==> config.mk <==
export PLATFORM = sky130hd
export DESIGN_NAME = midi_timecode_quarter_frame_generator_flat
export DESIGN_NICKNAME = d
export VERILOG_FILES = /design/src/rtl/mtc_pkg.sv /design/src/rtl/mtc_in_if.sv /design/src/rtl/mtc_out_if.sv /design/src/rtl/midi_timecode_quarter_frame_generator.sv /design/src/rtl/mtc_cfg.sv /design/src/rtl/mtc_advance.sv /design/src/rtl/mtc_core.sv /design/src/flat_wrapper.sv
export SDC_FILE = /design/constraint.sdc
export NUM_CORES = 1
export LEC_CHECK = 0
export BUFFER_PORTS_ARGS = -buffer_cell sky130_fd_sc_hd__buf_2
export CORE_MARGIN = 2
export CORE_UTILIZATION = 40
export CTS_BUF_LIST = sky130_fd_sc_hd__clkbuf_4
export DETAILED_ROUTE_END_ITERATION = 12
export PLACE_DENSITY = 0.76
export SLEW_MARGIN = 30
export SYNTH_ARGS = -nofsm -noshare
export SYNTH_HDL_FRONTEND = slang
export SYNTH_SLANG_ARGS = --single-unit
==> constraint.sdc <==
create_clock -name clk -period 3 [get_ports clk]
set_input_delay 0.45 -clock clk [delete_from_list [all_inputs] [get_ports clk]]
set_output_delay 0.45 -clock clk [all_outputs]
set_load 0.01 [all_outputs]
==> src/rtl/mtc_pkg.sv <==
package mtc_pkg;

  localparam int DataW = 32;
  localparam int AddrW = 3;

  localparam logic [0:0] REG_RATE_CODE = 1'd0;

  localparam logic [1:0] RATE_24   = 2'd0;
  localparam logic [1:0] RATE_25   = 2'd1;
  localparam logic [1:0] RATE_30DF = 2'd2;
  localparam logic [1:0] RATE_30   = 2'd3;

  localparam logic ACTION_TICK = 1'b0;
  localparam logic ACTION_LOAD = 1'b1;

  localparam logic MSG_QUARTER = 1'b0;
  localparam logic MSG_FULL    = 1'b1;

  localparam logic [2:0] PIECE_FRAME_LO  = 3'd0;
  localparam logic [2:0] PIECE_FRAME_HI  = 3'd1;
  localparam logic [2:0] PIECE_SECOND_LO = 3'd2;
  localparam logic [2:0] PIECE_SECOND_HI = 3'd3;
  localparam logic [2:0] PIECE_MINUTE_LO = 3'd4;
  localparam logic [2:0] PIECE_MINUTE_HI = 3'd5;
  localparam logic [2:0] PIECE_HOUR_LO   = 3'd6;
  localparam logic [2:0] PIECE_RATE_HOUR = 3'd7;

  typedef struct packed {
    logic [4:0] hour;
    logic [5:0] minute;
    logic [5:0] second;
    logic [4:0] frame;
  } mtc_tc_t;

  typedef struct packed {
    logic       action;
    logic [4:0] load_hour;
    logic [5:0] load_minute;
    logic [5:0] load_second;
    logic [4:0] load_frame;
    logic       full_frame;
  } mtc_item_t;

  typedef struct packed {
    logic       msg_kind;
    logic [2:0] piece;
    logic [3:0] nibble;
    logic [4:0] out_hour;
    logic [5:0] out_minute;
    logic [5:0] out_second;
    logic [4:0] out_frame;
    logic [1:0] out_rate;
  } mtc_result_t;

  typedef struct packed {
    logic [2:0] piece_index;
    logic [1:0] quarter_count;
  } mtc_status_t;

  function automatic logic [4:0] nominal_rate(input logic [1:0] rate);
    logic [4:0] r;
    case (rate)
      RATE_24: r = 5'd24;
      RATE_25: r = 5'd25;
      default: r = 5'd30;
    endcase
    return r;
  endfunction

endpackage

==> src/rtl/mtc_in_if.sv <==
interface mtc_in_if;
  logic       valid;
  logic       ready;
  logic       action;
  logic [4:0] load_hour;
  logic [5:0] load_minute;
  logic [5:0] load_second;
  logic [4:0] load_frame;
  logic       full_frame;

  modport source (
    output valid, action, load_hour, load_minute, load_second, load_frame, full_frame,
    input  ready
  );
  modport sink (
    input  valid, action, load_hour, load_minute, load_second, load_frame, full_frame,
    output ready
  );
endinterface

==> src/rtl/mtc_out_if.sv <==
interface mtc_out_if;
  logic       valid;
  logic       ready;
  logic       msg_kind;
  logic [2:0] piece;
  logic [3:0] nibble;
  logic [4:0] out_hour;
  logic [5:0] out_minute;
  logic [5:0] out_second;
  logic [4:0] out_frame;
  logic [1:0] out_rate;

  modport source (
    output valid, msg_kind, piece, nibble, out_hour, out_minute, out_second,
           out_frame, out_rate,
    input  ready
  );
  modport sink (
    input  valid, msg_kind, piece, nibble, out_hour, out_minute, out_second,
           out_frame, out_rate,
    output ready
  );
endinterface

==> src/rtl/midi_timecode_quarter_frame_generator.sv <==
// channel  dir  payload                                            handshake
// item     in   action, load_hour/minute/second/frame, full_frame  valid/ready
// result   out  msg_kind, piece, nibble, out_hour..out_rate        valid/ready
// cfg      in   rate_code at 0x0                                   APB, pready=1
//
// One beat per cycle sustained while result is not stalled. Accepted beat
// lands in an input register; the counter update and nibble mux run from
// there into the result register, from which it leaves on the result
// handshake. Loads without full frame give no beat. A stalled result holds
// the result register, which holds an emitting beat in the input register,
// which drops item.ready. rst is synchronous; rate_code resets to 3.
module midi_timecode_quarter_frame_generator (
  input  logic                      clk,
  input  logic                      rst,
  input  logic                      psel,
  input  logic                      penable,
  input  logic                      pwrite,
  input  logic [mtc_pkg::AddrW-1:0] paddr,
  input  logic [mtc_pkg::DataW-1:0] pwdata,
  output logic [mtc_pkg::DataW-1:0] prdata,
  output logic                      pready,
  mtc_in_if.sink                    item,
  mtc_out_if.source                 result
);
  import mtc_pkg::*;

  logic        [1:0] rate_code;
  mtc_item_t         s1;
  logic              s1_valid;
  logic              s1_emit;
  logic              s1_go;
  mtc_result_t       core_res;
  mtc_result_t       out_reg;
  logic              out_valid;
  mtc_status_t       status;

  mtc_cfg u_cfg (
    .clk      (clk),
    .rst      (rst),
    .psel     (psel),
    .penable  (penable),
    .pwrite   (pwrite),
    .paddr    (paddr),
    .pwdata   (pwdata),
    .prdata   (prdata),
    .pready   (pready),
    .rate_code(rate_code)
  );

  mtc_core u_core (
    .clk      (clk),
    .rst      (rst),
    .fire     (s1_go),
    .item     (s1),
    .rate_code(rate_code),
    .res      (core_res),
    .status   (status)
  );

  assign s1_emit    = s1_valid && (s1.action == ACTION_TICK || s1.full_frame);
  assign s1_go      = s1_valid && (!s1_emit || !out_valid || result.ready);
  assign item.ready = !s1_valid || s1_go;

  always_ff @(posedge clk) begin
    if (rst) begin
      s1_valid <= 1'b0;
    end else if (item.valid && item.ready) begin
      s1_valid <= 1'b1;
    end else if (s1_go) begin
      s1_valid <= 1'b0;
    end
  end

  always_ff @(posedge clk) begin
    if (item.valid && item.ready) begin
      s1.action      <= item.action;
      s1.load_hour   <= item.load_hour;
      s1.load_minute <= item.load_minute;
      s1.load_second <= item.load_second;
      s1.load_frame  <= item.load_frame;
      s1.full_frame  <= item.full_frame;
    end
  end

  always_ff @(posedge clk) begin
    if (rst) begin
      out_valid <= 1'b0;
    end else if (s1_go && s1_emit) begin
      out_valid <= 1'b1;
    end else if (result.ready) begin
      out_valid <= 1'b0;
    end
  end

  always_ff @(posedge clk) begin
    if (s1_go && s1_emit) begin
      out_reg <= core_res;
    end
  end

  assign result.valid      = out_valid;
  assign result.msg_kind   = out_reg.msg_kind;
  assign result.piece      = out_reg.piece;
  assign result.nibble     = out_reg.nibble;
  assign result.out_hour   = out_reg.out_hour;
  assign result.out_minute = out_reg.out_minute;
  assign result.out_second = out_reg.out_second;
  assign result.out_frame  = out_reg.out_frame;
  assign result.out_rate   = out_reg.out_rate;

  a_piece_quarter_lock: assert property (@(posedge clk) disable iff (rst)
    status.piece_index[1:0] == status.quarter_count)
    else $error("piece index and quarter count out of step");

  a_accept_fills_s1: assert property (@(posedge clk) disable iff (rst)
    item.valid && item.ready |=> s1_valid)
    else $error("accepted beat not held in input register");

  a_emit_fills_out: assert property (@(posedge clk) disable iff (rst)
    s1_go && s1_emit |=> out_valid)
    else $error("emitted result not in result register");

  a_full_clean: assert property (@(posedge clk) disable iff (rst)
    out_valid && out_reg.msg_kind == MSG_FULL |-> out_reg.piece == 3'd0 &&
    out_reg.nibble == 4'd0)
    else $error("full-frame beat carries quarter-frame data");
endmodule

==> src/rtl/mtc_cfg.sv <==
module mtc_cfg (
  input  logic                      clk,
  input  logic                      rst,
  input  logic                      psel,
  input  logic                      penable,
  input  logic                      pwrite,
  input  logic [mtc_pkg::AddrW-1:0] paddr,
  input  logic [mtc_pkg::DataW-1:0] pwdata,
  output logic [mtc_pkg::DataW-1:0] prdata,
  output logic                      pready,
  output logic [1:0]                rate_code
);
  import mtc_pkg::*;

  logic hit;

  assign pready = 1'b1;
  assign hit    = (paddr[AddrW-1:2] == REG_RATE_CODE);

  always_ff @(posedge clk) begin
    if (rst) begin
      rate_code <= RATE_30;
    end else if (psel && penable && pwrite && pready && hit) begin
      rate_code <= pwdata[1:0];
    end
  end

  always_comb begin
    prdata = '0;
    if (hit) begin
      prdata[1:0] = rate_code;
    end
  end
endmodule

==> src/rtl/mtc_advance.sv <==
module mtc_advance (
  input  mtc_pkg::mtc_tc_t tc,
  input  logic [1:0]       rate_code,
  output mtc_pkg::mtc_tc_t tc_next
);
  import mtc_pkg::*;

  logic [5:0] f_inc;
  logic [6:0] s_inc;
  logic [6:0] m_inc;
  logic [5:0] h_inc;
  logic       ten_min;

  function automatic logic mult10(input logic [5:0] m);
    return (m == 6'd0) || (m == 6'd10) || (m == 6'd20) || (m == 6'd30) ||
           (m == 6'd40) || (m == 6'd50) || (m == 6'd60);
  endfunction

  assign f_inc = {1'b0, tc.frame} + 6'd1;
  assign s_inc = {1'b0, tc.second} + 7'd1;
  assign m_inc = {1'b0, tc.minute} + 7'd1;
  assign h_inc = {1'b0, tc.hour} + 6'd1;

  always_comb begin
    tc_next = tc;
    if (f_inc >= {1'b0, nominal_rate(rate_code)}) begin
      tc_next.frame = 5'd0;
      if (s_inc >= 7'd60) begin
        tc_next.second = 6'(s_inc - 7'd60);
        if (m_inc >= 7'd60) begin
          tc_next.minute = 6'(m_inc - 7'd60);
          if (h_inc >= 6'd24) begin
            tc_next.hour = 5'(h_inc - 6'd24);
          end else begin
            tc_next.hour = h_inc[4:0];
          end
        end else begin
          tc_next.minute = m_inc[5:0];
        end
      end else begin
        tc_next.second = s_inc[5:0];
      end
    end else begin
      tc_next.frame = f_inc[4:0];
    end
    ten_min = mult10(tc_next.minute);
    if (rate_code == RATE_30DF && tc_next.second == 6'd0 && !ten_min &&
        tc_next.frame == 5'd0) begin
      tc_next.frame = 5'd2;
    end
  end
endmodule

==> src/rtl/mtc_core.sv <==
module mtc_core (
  input  logic                 clk,
  input  logic                 rst,
  input  logic                 fire,
  input  mtc_pkg::mtc_item_t   item,
  input  logic [1:0]           rate_code,
  output mtc_pkg::mtc_result_t res,
  output mtc_pkg::mtc_status_t status
);
  import mtc_pkg::*;

  mtc_tc_t    tc;
  mtc_tc_t    tc_adv;
  logic [2:0] piece_index;
  logic [1:0] quarter_count;
  logic [3:0] nib;

  mtc_advance u_adv (
    .tc       (tc),
    .rate_code(rate_code),
    .tc_next  (tc_adv)
  );

  always_comb begin
    case (piece_index)
      PIECE_FRAME_LO:  nib = tc.frame[3:0];
      PIECE_FRAME_HI:  nib = {3'b000, tc.frame[4]};
      PIECE_SECOND_LO: nib = tc.second[3:0];
      PIECE_SECOND_HI: nib = {2'b00, tc.second[5:4]};
      PIECE_MINUTE_LO: nib = tc.minute[3:0];
      PIECE_MINUTE_HI: nib = {2'b00, tc.minute[5:4]};
      PIECE_HOUR_LO:   nib = tc.hour[3:0];
      default:         nib = {1'b0, rate_code, tc.hour[4]};
    endcase
  end

  always_comb begin
    res = '0;
    if (item.action == ACTION_TICK) begin
      res.msg_kind = MSG_QUARTER;
      res.piece    = piece_index;
      res.nibble   = nib;
    end else begin
      res.msg_kind   = MSG_FULL;
      res.out_hour   = item.load_hour;
      res.out_minute = item.load_minute;
      res.out_second = item.load_second;
      res.out_frame  = item.load_frame;
      res.out_rate   = rate_code;
    end
  end

  always_ff @(posedge clk) begin
    if (rst) begin
      tc            <= '0;
      piece_index   <= '0;
      quarter_count <= '0;
    end else if (fire) begin
      if (item.action == ACTION_TICK) begin
        piece_index   <= piece_index + 3'd1;
        quarter_count <= quarter_count + 2'd1;
        if (quarter_count == 2'd3) begin
          tc <= tc_adv;
        end
      end else begin
        tc.hour       <= item.load_hour;
        tc.minute     <= item.load_minute;
        tc.second     <= item.load_second;
        tc.frame      <= item.load_frame;
        piece_index   <= '0;
        quarter_count <= '0;
      end
    end
  end

  assign status.piece_index   = piece_index;
  assign status.quarter_count = quarter_count;
endmodule

==> src/flat_wrapper.sv <==
// flat-port wrapper written by rule: the top's interface ports become plain ports
module midi_timecode_quarter_frame_generator_flat import mtc_pkg::*;
  (clk, rst, psel, penable, pwrite, paddr, pwdata, prdata, pready, item_valid, item_action, item_load_hour, item_load_minute, item_load_second, item_load_frame, item_full_frame, item_ready, result_valid, result_msg_kind, result_piece, result_nibble, result_out_hour, result_out_minute, result_out_second, result_out_frame, result_out_rate, result_ready);
  mtc_in_if item_i ();
  mtc_out_if result_i ();
  input  logic clk;
  input  logic rst;
  input  logic psel;
  input  logic penable;
  input  logic pwrite;
  input  logic [mtc_pkg::AddrW-1:0] paddr;
  input  logic [mtc_pkg::DataW-1:0] pwdata;
  output logic [mtc_pkg::DataW-1:0] prdata;
  output logic pready;
  input wire logic [$bits(item_i.valid)-1:0] item_valid;
  input wire logic [$bits(item_i.action)-1:0] item_action;
  input wire logic [$bits(item_i.load_hour)-1:0] item_load_hour;
  input wire logic [$bits(item_i.load_minute)-1:0] item_load_minute;
  input wire logic [$bits(item_i.load_second)-1:0] item_load_second;
  input wire logic [$bits(item_i.load_frame)-1:0] item_load_frame;
  input wire logic [$bits(item_i.full_frame)-1:0] item_full_frame;
  output wire logic [$bits(item_i.ready)-1:0] item_ready;
  output wire logic [$bits(result_i.valid)-1:0] result_valid;
  output wire logic [$bits(result_i.msg_kind)-1:0] result_msg_kind;
  output wire logic [$bits(result_i.piece)-1:0] result_piece;
  output wire logic [$bits(result_i.nibble)-1:0] result_nibble;
  output wire logic [$bits(result_i.out_hour)-1:0] result_out_hour;
  output wire logic [$bits(result_i.out_minute)-1:0] result_out_minute;
  output wire logic [$bits(result_i.out_second)-1:0] result_out_second;
  output wire logic [$bits(result_i.out_frame)-1:0] result_out_frame;
  output wire logic [$bits(result_i.out_rate)-1:0] result_out_rate;
  input wire logic [$bits(result_i.ready)-1:0] result_ready;
  assign item_i.valid = item_valid;
  assign item_i.action = item_action;
  assign item_i.load_hour = item_load_hour;
  assign item_i.load_minute = item_load_minute;
  assign item_i.load_second = item_load_second;
  assign item_i.load_frame = item_load_frame;
  assign item_i.full_frame = item_full_frame;
  assign item_ready = item_i.ready;
  assign result_valid = result_i.valid;
  assign result_msg_kind = result_i.msg_kind;
  assign result_piece = result_i.piece;
  assign result_nibble = result_i.nibble;
  assign result_out_hour = result_i.out_hour;
  assign result_out_minute = result_i.out_minute;
  assign result_out_second = result_i.out_second;
  assign result_out_frame = result_i.out_frame;
  assign result_out_rate = result_i.out_rate;
  assign result_i.ready = result_ready;
  midi_timecode_quarter_frame_generator u_core (.clk(clk), .rst(rst), .psel(psel), .penable(penable), .pwrite(pwrite), .paddr(paddr), .pwdata(pwdata), .prdata(prdata), .pready(pready), .item(item_i), .result(result_i));
endmodule
==> qor.yml <==
route:
  drcViolationCount: 0
  drt_iter0_drc: 394
  finalWirelength_um: 13090
  wl_per_cell_um: 16.73
  num_vias: 4302
  drt_pre_antenna_iters: 5
  ant_nets: 0
  via_per_inst: 5.501
layout:
  nets: 693
  diodes: 0
  finish.utilization_pct: 48.76
  num-fill-cells: 1138
  register_area_mm2: 0.002303
  area_growth_syn_to_layout_pct: 18.09
  multiInputGateArea_mm2: 0.002422
  design_area_mm2: 0.005881
  drive_gt1_share_pct: 25.73
yosys:
  yosysTopAreaCellShare_pct: 33.77
  async_flop_share_pct: 0
  synth-edff-count: 56
  yosys.area.top_type: "edfxtp_1"
  netlist-cell-type-count: 71
  ys_ff_latch: 87
  ys_warn_count: 0
  synthTopCellsByArea: "edfxtp_1, dfxtp_1, buf_4"
  syn_avg_cell_area_um2: 9.726
  syn-cell-area_mm2: 0.004980
  dominantRegCellSynth: "edfxtp_1"
  ys_seq_area_share_pct: 46.23
  netlist_instances: 512
grt:
  grt_usage_pct: 19.77
  grt_max_degree: 40
  grt_pass1_wl_um: 20360
  antenna_found_initial: 0
  grt_remaining_overflow: 0
  grt_pass1_vias: 3976
sta:
  hold_viol: 0
  setup_viol: 0
  worst_clock_skew_ps: 18.36
  fin_crit_ps: 2855
  worst_pin_slew_ps: 603.0
  max_freq_ghz: 0.3503
  finalCritPeriodShare_pct: 95.17
  slew_headroom_pct: 59.43
  slew_viol_final: 0
clock_tree:
  path_clk_slew_ps: 150
  cts_tree: "yes"
  cts_max_level: 3
  cts.sinks: 87
  cts_max_path_buffers: 2
  clk_latency_ps: 480
  root_buffer: "clkbuf_4"
  cts_inserted_buffers: 9
floorplanning:
  die_w_um: 115.6
  rows: 40
  coreArea_mm2: 0.01206
  pin_count: 133
  start_util_pct: 41.29
  die_h_um: 115.6
  dieArea_mm2: 0.01336
placed_design:
  dpl_cell_area_mm2: 0.005664
  place.gp.congestion: 0.9269
  dp_hpwl_um: 9556
  portBuffers: 69
critical_path:
  crit_arrival_ps: 3240
  slowest_stage: "or4_4"
  cp_slowest_stage_delay_ps: 530
  cpMostUsedCell: "ha_1"
  required_ps: 3390
  cp_max_fo: 6
  setup.worst_path.end_class: "flop"
  cp-start-kind: "flop"
  path_cells: "ha_1, xor2_1, ha_1, a21oi_1, o21ai_2, o211a_1, o22a_2, or4_4, a211oi_2, nor3_1"
  worstSetupPathType: "reg2reg"
power:
  power_density_mw_per_mm2: 417.9
  peakVddDrop_uv: 292.1
  leakage_nw: 2.446
outcome:
  status: "complete, no violations"
worst_hold_path:
  hold_class: "in2reg"
run:
  drv_cap: 0
==> registers in the layout, indices dropped and copies added, names as in the netlist, 3 cells and up <==
signal	cells
u_core.result.out_minute	6
u_core.result.nibble	4
u_core.result.out_second	6
u_core.result.piece	3
u_core.u_core.tc	22
u_core.u_core.piece_index	3
u_core.s1	24
u_core.result.out_hour	5
u_core.result.out_frame	5
==> stage by stage <==
stage	setup WS (ps)	cells	hold slack (ps)	power, mW	setup TNS [ps]
3_3_place_gp	132.6	766	442.6	1.674	0
2_1_floorplan	39.95	541	435.6	1.590	0
4_1_cts	52.94	782	90.31	2.474	0
3_5_place_dp	116.7	766	455.7	1.683	0
6_report	145.0	782	140.6	2.458	0
5_1_grt	-58.11	782	111.3	2.549	-58.11
==> worst max-delay path: cells and delay by family, from the launching register on <==
kind | cells | cell delay (ps)
compound gates | 5 | 1090
fa+ha+maj | 2 | 480
flops | 1 | 370
xor+xnor | 1 | 250
simple gates | 2 | 590
==> placed cells by master (no fill, tap or decap), types with 6 or more instances in the layout <==
master    count
nor4_1        7
and3_1        8
o21ai_0      26
nand3_1      11
nor2b_1       8
clkbuf_4     10
nand2_1      35
a21oi_1      27
nor2_1       40
edfxtp_1     56
buf_4        46
nor3_1       16
mux2i_1       6
buf_2        69
dfxtp_1      30
and2_1       23
conb_1       31
ha_1         18
a211oi_1     11
inv_1        18
nand2b_1     10
==> report_power, final <==
group          leakage (nW)  total [mW]  switching (mW)  internal [mW]
clock                0.0866       0.793           0.440          0.353
sequential            0.787        1.37          0.0355           1.33
combinational          1.57       0.297           0.180          0.117
total                  2.45        2.46           0.656           1.80
==> cell usage after synthesis (3+ instances only) <==
master     n
edfxtp_1  56
nor2_1    42
nand2_1   35
buf_4     31
dfxtp_1   31
a21oi_1   28
o21ai_0   27
and2_1    23
clkbuf_1  19
ha_1      18
inv_1     18
nor3_1    16
a211oi_1  12
nand3_1   11
nand2b_1  10
and3_1     8
nor2b_1    8
buf_2      7
mux2i_1    7
nor4_1     7
xnor2_1    6
a31oi_1    5
o22ai_1    5
xor2_1     5
a222oi_1   4
nand3b_1   3
nand4_1    3
nand4b_1   3
o211a_1    3
o211ai_1   3
o311a_1    3
or2_2      3
or3_1      3
==> timing repair <==
action / in CTS / in global routing
endpoints found under the hold margin: 0 / 0
resized for setup: 0 / 13
setup buffers: 0 / 0
endpoints found under the setup margin: 0 / 9
hold buffers: 0 / 0
==> logic make-up (layout without fill, tap and decap cells) <==
logic type / count (synthesis) / after routing / synth area share [%]
buffers and inverters: 77 / 150 / 8.467
other: 2 / 31 / 0.1508
AND/OR/NAND/NOR: 182 / 182 / 18.95
AO/OA/AOI/OAI: 126 / 126 / 17.89
adder cells (fa/ha/maj): 18 / 18 / 4.523
multiplexers: 9 / 9 / 1.859
flip-flops: 87 / 87 / 46.23
XOR/XNOR: 11 / 11 / 1.935
==> final timing paths <==
kind | startpoint | to | slack [ps] | cells after the start
setup reg to reg | u_core.u_core.tc[0] | u_core.u_core.tc[1] | 150 | 10
hold / removal | item_load_hour[4] | u_core.s1[22] | 140 | 1
setup / recovery | u_core.u_core.tc[0] | u_core.u_core.tc[1] | 150 | 10
hold reg to reg | u_core.u_core.quarter_count[1] | u_core.u_core.quarter_count[1] | 480 | 2
==> per-layer routing <==
layer / share of wire (%) / GRT usage, %
met4: 1.5 / 6.988
met1: 45 / 27.67
met5: 0 / 0
met3: 8.6 / 4.132
met2: 45 / 30.45
==> final cells by class <==
| type | count | share of cell area, % |
|---|---|---|
| Clock buffer | 10 | 1.277 |
| Multi-Input combinational cell | 377 | 41.19 |
| Inverter | 18 | 1.149 |
| Clock inverter | 6 | 1.553 |
| Tap cell | 168 | 3.574 |
| Sequential cell | 87 | 39.17 |
| Timing Repair Buffer | 116 | 12.09 |
Note: power is estimated with default switching activity, not from simulation.
